## config.mk

```make
export PLATFORM = sky130hd
export DESIGN_NAME = json_string_unescape_utf8
export DESIGN_NICKNAME = d
export VERILOG_FILES = /design/src/hdl/jsu_pkg.sv /design/src/hdl/json_string_unescape_utf8.sv /design/src/hdl/jsu_front.sv /design/src/hdl/jsu_queue.sv /design/src/hdl/jsu_back.sv
export SDC_FILE = /design/constraint.sdc
export NUM_CORES = 1
export LEC_CHECK = 0
export BUFFER_PORTS_ARGS = -buffer_cell sky130_fd_sc_hd__buf_4
export CORE_ASPECT_RATIO = 2
export CORE_MARGIN = 5
export CORE_UTILIZATION = 30
export DETAILED_ROUTE_END_ITERATION = 7
export GPL_TIMING_DRIVEN = 0
export PLACE_DENSITY_LB_ADDON = 0.2
export SLEW_MARGIN = 10
export SYNTH_ARGS = -nofsm -noshare
export SYNTH_HDL_FRONTEND = slang
export SYNTH_SLANG_ARGS = --single-unit
```

## constraint.sdc

```tcl
create_clock -name i_clk -period 9.6 [get_ports i_clk]
set_input_delay 0.96 -clock i_clk [delete_from_list [all_inputs] [get_ports i_clk]]
set_output_delay 0.96 -clock i_clk [all_outputs]
set_load 0.1 [all_outputs]
```

## src/hdl/jsu_pkg.sv

```systemverilog
// Shared types and constants for the JSON string unescaper.
package jsu_pkg;

    localparam int QDEPTH = 2;

    localparam logic [7:0] CH_BSL  = 8'h5C;
    localparam logic [7:0] CH_U    = 8'h75;
    localparam logic [7:0] CH_N    = 8'h6E;
    localparam logic [7:0] CH_R    = 8'h72;
    localparam logic [7:0] CH_T    = 8'h74;
    localparam logic [7:0] CH_B    = 8'h62;
    localparam logic [7:0] CH_F    = 8'h66;

    localparam logic [15:0] CP_TWO   = 16'h0080;
    localparam logic [15:0] CP_THREE = 16'h0800;
    localparam logic [7:0]  LEAD2    = 8'hC0;
    localparam logic [7:0]  LEAD3    = 8'hE0;
    localparam logic [7:0]  CONT     = 8'h80;
    localparam logic [7:0]  CONT_MSK = 8'h3F;

    // one accepted input byte worth of results, one to three words
    typedef struct packed {
        logic [1:0]      cnt;
        logic [2:0][7:0] bytes;
        logic            data;
        logic            fin;
    } t_group;

endpackage

```

## src/hdl/json_string_unescape_utf8.sv

```systemverilog
// Top level of the JSON string unescaper with UTF-8 output.
// One raw byte of a string body is taken per cycle while the group queue is not
// full; tlast on the input marks the last byte of a string. Each byte gives zero
// to three output words, shown once its group is at the head of the queue; a byte
// that expands (a \uXXXX escape to two or three UTF-8 bytes) holds the output for
// one word per UTF-8 byte, and the input keeps flowing until the group queue
// between decoder and serialiser (P_DEPTH groups) is full. A string end that
// yields no data gives one word with tuser[0] low. Output tlast marks the last
// word caused by one input byte and tuser[1] the last word of the string.
module json_string_unescape_utf8 #(
    parameter int P_DEPTH = jsu_pkg::QDEPTH
) (
    input  logic       i_clk,
    input  logic       i_rst_n,
    input  logic       i_s_tvalid,
    output logic       o_s_tready,
    input  logic [7:0] i_s_tdata,   // [7:0] in_byte
    input  logic       i_s_tlast,   // string_end
    output logic       o_m_tvalid,
    input  logic       i_m_tready,
    output logic [7:0] o_m_tdata,   // [7:0] out_byte
    output logic       o_m_tlast,   // run_last
    output logic [1:0] o_m_tuser    // [0] byte_valid, [1] string_done
);

    logic            w_full, w_push, w_pop, w_avail;
    jsu_pkg::t_group w_grp, w_head;

    jsu_front u_front (
        .i_clk   (i_clk),
        .i_rst_n (i_rst_n),
        .i_valid (i_s_tvalid),
        .i_data  (i_s_tdata),
        .i_last  (i_s_tlast),
        .o_ready (o_s_tready),
        .i_full  (w_full),
        .o_push  (w_push),
        .o_grp   (w_grp)
    );

    jsu_queue #(
        .P_DEPTH (P_DEPTH)
    ) u_queue (
        .i_clk   (i_clk),
        .i_rst_n (i_rst_n),
        .i_push  (w_push),
        .i_grp   (w_grp),
        .i_pop   (w_pop),
        .o_full  (w_full),
        .o_avail (w_avail),
        .o_head  (w_head)
    );

    jsu_back u_back (
        .i_clk      (i_clk),
        .i_rst_n    (i_rst_n),
        .i_avail    (w_avail),
        .i_head     (w_head),
        .o_pop      (w_pop),
        .o_m_tvalid (o_m_tvalid),
        .i_m_tready (i_m_tready),
        .o_m_tdata  (o_m_tdata),
        .o_m_tlast  (o_m_tlast),
        .o_m_tuser  (o_m_tuser)
    );

endmodule

```

## src/hdl/jsu_front.sv

```systemverilog
// Front end: accepts raw bytes, tracks escape state and builds result groups.
module jsu_front (
    input  logic           i_clk,
    input  logic           i_rst_n,
    input  logic           i_valid,
    input  logic [7:0]     i_data,
    input  logic           i_last,
    output logic           o_ready,
    input  logic           i_full,
    output logic           o_push,
    output jsu_pkg::t_group o_grp
);

    localparam logic [2:0] PH_TEXT = 3'd0;
    localparam logic [2:0] PH_ESC  = 3'd1;
    localparam logic [2:0] PH_HEX0 = 3'd2;
    localparam logic [2:0] PH_HEX1 = 3'd3;
    localparam logic [2:0] PH_HEX2 = 3'd4;
    localparam logic [2:0] PH_HEX3 = 3'd5;

    typedef struct packed {
        logic [2:0][7:0] b;
        logic [1:0]      n;
    } t_emit;

    logic [2:0]      r_phase, n_phase;
    logic [15:0]     r_cp, n_cp;
    logic            r_stop, n_stop;
    logic [2:0][7:0] r_held, n_held;
    logic            w_acc;
    t_emit           w_em;

    function automatic t_emit emit_push(input t_emit e, input logic [7:0] x);
        t_emit r;
        begin
            r = e;
            if (e.n != 2'd3) begin
                r.b[e.n] = x;
                r.n      = e.n + 2'd1;
            end
            return r;
        end
    endfunction

    function automatic logic [7:0] map_escape(input logic [7:0] n);
        logic [7:0] r;
        begin
            case (n)
                jsu_pkg::CH_N: r = 8'h0A;
                jsu_pkg::CH_R: r = 8'h0D;
                jsu_pkg::CH_T: r = 8'h09;
                jsu_pkg::CH_B: r = 8'h08;
                jsu_pkg::CH_F: r = 8'h0C;
                default:       r = n;
            endcase
            return r;
        end
    endfunction

    function automatic logic [4:0] hex_dec(input logic [7:0] c);
        logic [4:0] r;
        begin
            if (c inside {[8'h30:8'h39]}) begin
                r = {1'b1, c[3:0]};
            end else if (c inside {[8'h41:8'h46], [8'h61:8'h66]}) begin
                r = {1'b1, c[3:0] + 4'd9};
            end else begin
                r = 5'd0;
            end
            return r;
        end
    endfunction

    function automatic t_emit decode_plain(input logic [3:0][7:0] t, input logic [2:0] m);
        t_emit e;
        logic  skip;
        begin
            e    = '0;
            skip = 1'b0;
            for (int i = 0; i < 3; i++) begin
                if (skip) begin
                    skip = 1'b0;
                end else if (3'(i) < m) begin
                    if (t[i] != jsu_pkg::CH_BSL || 3'(i + 1) >= m) begin
                        e = emit_push(e, t[i]);
                    end else begin
                        skip = 1'b1;
                        if (t[i + 1] != jsu_pkg::CH_U) begin
                            e = emit_push(e, map_escape(t[i + 1]));
                        end
                    end
                end
            end
            return e;
        end
    endfunction

    function automatic t_emit emit_utf8(input logic [15:0] cp);
        t_emit e;
        begin
            e = '0;
            if (cp < jsu_pkg::CP_TWO) begin
                e = emit_push(e, cp[7:0]);
            end else if (cp < jsu_pkg::CP_THREE) begin
                e = emit_push(e, jsu_pkg::LEAD2 | {3'd0, cp[10:6]});
                e = emit_push(e, jsu_pkg::CONT | (cp[7:0] & jsu_pkg::CONT_MSK));
            end else begin
                e = emit_push(e, jsu_pkg::LEAD3 | {4'd0, cp[15:12]});
                e = emit_push(e, jsu_pkg::CONT | ({2'd0, cp[11:6]} & jsu_pkg::CONT_MSK));
                e = emit_push(e, jsu_pkg::CONT | (cp[7:0] & jsu_pkg::CONT_MSK));
            end
            return e;
        end
    endfunction

    assign o_ready = !i_full;
    assign w_acc   = i_valid && o_ready;

    always_comb begin
        logic [1:0]      cnt;
        logic [4:0]      hx;
        logic [15:0]     cp;
        logic [3:0][7:0] t;
        n_phase = r_phase;
        n_cp    = r_cp;
        n_stop  = r_stop;
        n_held  = r_held;
        w_em    = '0;
        cnt     = 2'(r_phase - PH_HEX0);
        hx      = hex_dec(i_data);
        cp      = r_cp;
        t       = '0;
        case (r_phase)
            PH_ESC: begin
                if (i_data == jsu_pkg::CH_U) begin
                    if (!i_last) begin
                        n_phase = PH_HEX0;
                        n_cp    = '0;
                        n_stop  = 1'b0;
                    end
                end else begin
                    w_em    = emit_push(w_em, map_escape(i_data));
                    n_phase = PH_TEXT;
                end
            end
            PH_HEX0, PH_HEX1, PH_HEX2, PH_HEX3: begin
                if (!r_stop && hx[4]) begin
                    cp = {r_cp[11:0], hx[3:0]};
                end else begin
                    n_stop = 1'b1;
                end
                n_cp = cp;
                if (cnt == 2'd3) begin
                    w_em    = emit_utf8(cp);
                    n_phase = PH_TEXT;
                end else if (i_last) begin
                    for (int j = 0; j < 3; j++) begin
                        if (2'(j) < cnt) begin
                            t[j] = r_held[j];
                        end
                    end
                    t[cnt] = i_data;
                    w_em   = decode_plain(t, {1'b0, cnt} + 3'd1);
                end else begin
                    n_held[cnt] = i_data;
                    n_phase     = r_phase + 3'd1;
                end
            end
            default: begin
                if (i_data == jsu_pkg::CH_BSL && !i_last) begin
                    n_phase = PH_ESC;
                end else begin
                    w_em    = emit_push(w_em, i_data);
                    n_phase = PH_TEXT;
                end
            end
        endcase
        if (i_last) begin
            n_phase = PH_TEXT;
            n_cp    = '0;
            n_stop  = 1'b0;
        end
    end

    always_comb begin
        o_push      = w_acc && (w_em.n != 2'd0 || i_last);
        o_grp.bytes = w_em.b;
        o_grp.fin   = i_last;
        if (w_em.n == 2'd0) begin
            o_grp.cnt   = 2'd1;
            o_grp.bytes = '0;
            o_grp.data  = 1'b0;
        end else begin
            o_grp.cnt  = w_em.n;
            o_grp.data = 1'b1;
        end
    end

    always_ff @(posedge i_clk) begin
        if (!i_rst_n) begin
            r_phase <= PH_TEXT;
            r_cp    <= '0;
            r_stop  <= 1'b0;
        end else if (w_acc) begin
            r_phase <= n_phase;
            r_cp    <= n_cp;
            r_stop  <= n_stop;
        end
    end

    always_ff @(posedge i_clk) begin
        if (w_acc) begin
            r_held <= n_held;
        end
    end

    a_end_to_text: assert property (@(posedge i_clk) disable iff (!i_rst_n)
        (w_acc && i_last) |=> (r_phase == PH_TEXT && r_cp == 16'd0 && !r_stop))
        else $error("escape state not cleared after string end");

endmodule

```

## src/hdl/jsu_queue.sv

```systemverilog
// Short queue of result groups between the front end and the serialiser.
module jsu_queue #(
    parameter int P_DEPTH = jsu_pkg::QDEPTH
) (
    input  logic            i_clk,
    input  logic            i_rst_n,
    input  logic            i_push,
    input  jsu_pkg::t_group i_grp,
    input  logic            i_pop,
    output logic            o_full,
    output logic            o_avail,
    output jsu_pkg::t_group o_head
);

    localparam int AW = (P_DEPTH > 1) ? $clog2(P_DEPTH) : 1;
    localparam int CW = $clog2(P_DEPTH + 1);

    jsu_pkg::t_group r_mem [P_DEPTH];
    logic [AW-1:0]   r_wr, r_rd;
    logic [CW-1:0]   r_cnt;
    logic            w_pop;

    assign o_full  = (r_cnt == CW'(P_DEPTH));
    assign o_avail = (r_cnt != '0);
    assign o_head  = r_mem[r_rd];
    assign w_pop   = i_pop && o_avail;

    always_ff @(posedge i_clk) begin
        if (i_push) begin
            r_mem[r_wr] <= i_grp;
        end
    end

    always_ff @(posedge i_clk) begin
        if (!i_rst_n) begin
            r_wr  <= '0;
            r_rd  <= '0;
            r_cnt <= '0;
        end else begin
            if (i_push) begin
                r_wr <= (r_wr == AW'(P_DEPTH - 1)) ? '0 : r_wr + 1'b1;
            end
            if (w_pop) begin
                r_rd <= (r_rd == AW'(P_DEPTH - 1)) ? '0 : r_rd + 1'b1;
            end
            if (i_push && !w_pop) begin
                r_cnt <= r_cnt + 1'b1;
            end else if (!i_push && w_pop) begin
                r_cnt <= r_cnt - 1'b1;
            end
        end
    end

    a_no_overflow: assert property (@(posedge i_clk) disable iff (!i_rst_n)
        !(i_push && o_full))
        else $error("group pushed into full queue");

    a_cnt_range: assert property (@(posedge i_clk) disable iff (!i_rst_n)
        r_cnt <= CW'(P_DEPTH))
        else $error("queue fill count out of range");

endmodule

```

## src/hdl/jsu_back.sv

```systemverilog
// Back end: serialises each queued group into output words.
module jsu_back (
    input  logic            i_clk,
    input  logic            i_rst_n,
    input  logic            i_avail,
    input  jsu_pkg::t_group i_head,
    output logic            o_pop,
    output logic            o_m_tvalid,
    input  logic            i_m_tready,
    output logic [7:0]      o_m_tdata,
    output logic            o_m_tlast,
    output logic [1:0]      o_m_tuser
);

    logic [1:0] r_idx;
    logic       w_last;

    assign w_last     = (r_idx == i_head.cnt - 2'd1);
    assign o_m_tvalid = i_avail;
    assign o_m_tdata  = (r_idx == 2'd3) ? 8'd0 : i_head.bytes[r_idx];
    assign o_m_tlast  = w_last;
    assign o_m_tuser  = {w_last && i_head.fin, i_head.data};
    assign o_pop      = i_avail && i_m_tready && w_last;

    always_ff @(posedge i_clk) begin
        if (!i_rst_n) begin
            r_idx <= '0;
        end else if (i_avail && i_m_tready) begin
            r_idx <= w_last ? 2'd0 : r_idx + 2'd1;
        end
    end

    a_idx_in_group: assert property (@(posedge i_clk) disable iff (!i_rst_n)
        i_avail |-> (r_idx < i_head.cnt))
        else $error("serialiser index beyond group length");

endmodule
```

==> results.yml <==
final_layout:
  n_antenna_cell: 0
  final_util: 0.3383
  area_delta_synth_final_pct: 12.34
  drive_gt1_frac: 0.1554
  fill_cells: 2420
  stdcell_area_mm2: 0.007825
  finalNetCount: 757
global_route:
  grt_pass1_vias: 6225
  grt_max_degree: 29
  grt_pass1_wl_um: 40340
  grt_usage: 0.2045
  grt_antenna_before_repair: 0
  gr-total-overflow: 0
die:
  initial_core_util: 0.3011
  design.portCount: 26
  die_h_um: 225.5
  row_count: 79
  die_w_um: 117.7
  die-area_mm2: 0.02655
  fp.coreArea_mm2: 0.02313
timing:
  hold_viol_final: 0
  period_needed_ns: 5.374
  slew_violations: 0
  slew_headroom: 0.1104
  tightestPinTransition_ns: 1.322
  setup_viol: 0
  rsz0062_at_grt: "no"
  tns_ns: 0
  fmax_mhz: 186.1
  skew_ns: 0.009948
  period_share: 0.5598
min_path:
  hold_class: "flop to flop"
  hold_path_end: "u_queue.r_wr$_SDFFE_PN0P_"
  hp-start: "u_queue.r_wr$_SDFFE_PN0P_"
  whs_path_depth: 2
synthesis:
  synth_nets: 722
  synth_area_leaders: "edfxtp_1 34%, dfxtp_1 7.8%, a22oi_1 3.4%"
  yosysSeqAreaShare: 0.4225
  synth_cell_types: 82
  synth_common_cells: "80 x edfxtp_1, 51 x nand2_1, 45 x nor2_1, 39 x a21oi_1, 33 x nor2b_1"
  yosysMostFrequentCell: "edfxtp_1"
  async_flop_share: 0
  yosys_warnings: 0
  synth-edff-count: 80
  synthesis.area_mm2: 0.006965
  ys_ff_latch: 107
  yosysTopAreaCellShare: 0.3449
  synth_top_flop_cell: "edfxtp_1"
  postSynthAreaPerCell_um2: 9.951
  postSynthCellCount: 700
  yosysTopAreaCell: "edfxtp_1"
power:
  comb_power_share: 0.306
  ir_drop_mv: 0.1472
  power.leakage_nw: 2.528
  p_clk_frac: 0.292
  powerDensity_mw_per_mm2: 176.9
  pwr-share-seq: 0.402
  p_int_w: 0.0008713
  switching_share: 0.3706
  p_sw_w: 0.0005130
route:
  routed_via_density: 6.020
  routedWlPerCell_um: 26.92
  firstDrtPassIters: 8
  first_iter_violations: 463
  ant_nets: 0
  wl_um: 27540
  drc_errors: 0
  num_vias: 6158
clock_tree:
  ctsHoldBuffers: 0
  h-tree-depth: 3
  ctsResizeCount: 0
  post_cts_buffers: 0
  cts_root_buf: "clkbuf_16"
  clockBufferDepth: 2
  cts-buffers-inserted: 9
  cts_tree: "built"
  clock_sinks: 107
  clock_latency_ns: 0.38
  clk_pin_slew_ns: 0.07
setup_path:
  cp.arrival_ns: 5.38
  rrSetupSlack_ns: 4.70
  path_cells: "buf_4 > clkbuf_1 > or3b_1 > a211oi_2 > nand4_1 > or3_1 > ha_1 > nand2_1 > a211oi_1 > a221oi_4 > a21oi_1 > and2_2"
  rr_worst_depth: 13
  regToRegEndpoint: "u_queue.r_mem[0][14]$_DFFE_PP_"
  start_kind: "input pin"
  startpoint: "i_s_tdata[6]"
  critical_path.endpoint_type: "flop"
  cp_slowest_stage_delay_ns: 0.70
  crit_required_ns: 9.61
  reg2reg_from: "u_front.r_phase[0]$_SDFFE_PN0P_"
  criticalPathCategory: "input pin to flop"
  crit_path_max_fanout: 28
  crit_slowest_cell: "and2_2"
status:
  status: "complete, no violations"
placement:
  placedInstanceArea_mm2: 0.007508
  place.gp.congestion: 1.015
  port_buffers: 24
  post-dp-hpwl_um: 21650
flow_run:
  maxCapViolCount: 0
area by class of cell:
class	count	area (um2)	share of cell area
tap	283	354.1	0.04525
clock inverter	7	91.34	0.01167
buffer	45	203.9	0.02606
timing repair buffer	24	180.2	0.02303
multi-input combinational	531	3764	0.4810
clock buffer	9	225.2	0.02878
inverter	17	63.81	0.008155
sequential	107	2943	0.3761
registers in the layout (all words and copies together), names as in the netlist, named ones only:
name             cells
u_back.r_idx         2
u_queue.r_rd         1
u_queue.r_cnt        2
u_front.r_phase      3
u_queue.r_wr         1
u_front.r_stop       1
u_queue.r_mem       56
u_front.r_held      24
u_front.r_cp        16
how the worst max path moves through the flow:
stage / endpoint / slack [ns]
floorplan: u_queue.r_mem[0][0]$_DFFE_PP_ / 4.86
global placement: u_queue.r_mem[1][16]$_DFFE_PP_ / 3.32
detailed placement: u_queue.r_mem[0][24]$_DFFE_PP_ / 3.85
CTS: u_queue.r_mem[0][14]$_DFFE_PP_ / 4.23
global route: u_queue.r_mem[0][5]$_DFFE_PP_ / 4.03
finish: u_queue.r_mem[0][14]$_DFFE_PP_ / 4.23
per-stage QoR:
step | std cells | hold slack, ns | setup WS [ns] | total power, W
2_1_floorplan | 700 | 0.4432 | 4.863 | 0.0008934
3_3_place_gp | 1007 | 0.4552 | 3.323 | 0.0009955
3_5_place_dp | 1007 | 0.4640 | 3.847 | 0.0009954
4_1_cts | 1023 | 0.4763 | 4.225 | 0.001396
5_1_grt | 1023 | 0.5367 | 4.028 | 0.001435
6_report | 1023 | 0.4737 | 4.226 | 0.001384
metal layers:
layer / vias to the layer above / routed length [um] / GRT usage
met5: - / 0 / 0
met4: 0 / 2070 / 0.1470
met3: 106 / 1106 / 0.02738
met2: 266 / 15450 / 0.4033
met1: 2993 / 8912 / 0.1864
li1: 2793 / - / -
placed cells by master (no fill, tap or decap), types with 20 or more instances in the layout:
cell / count
o21ai_0: 29
mux2i_1: 22
edfxtp_1: 80
dfxtp_1: 27
clkbuf_1: 24
nor2_1: 45
nor2b_1: 33
nand3_1: 20
buf_4: 28
nand2_1: 51
a21oi_1: 39
a22oi_1: 32
mux2_2: 21
power by group through the flow:
stage,sequential [W],clock (W),combinational [W]
2_1_floorplan,0.000564,0,0.000330
3_3_place_gp,0.000568,0,0.000427
3_5_place_dp,0.000568,0,0.000428
4_1_cts,0.000557,0.000410,0.000429
5_1_grt,0.000561,0.000427,0.000447
6_report,0.000556,0.000404,0.000424
critical path: cells and delay by family:
kind | cells | cell delay, ns
buf+inv | 2 | 0.68
simple gates | 5 | 1.99
fa+ha+maj | 1 | 0.29
compound gates | 4 | 1.44
cells by family after synthesis:
family | Yosys count | synth area share
AND/OR/NAND/NOR | 254 | 0.2037
XOR/XNOR | 8 | 0.01006
AO/OA/AOI/OAI | 209 | 0.2177
multiplexers | 51 | 0.09143
adder cells (fa/ha/maj) | 9 | 0.01617
flip-flops | 107 | 0.4225
buffers and inverters | 62 | 0.03844
No activity file was read; power rests on OpenSTA's default activity.
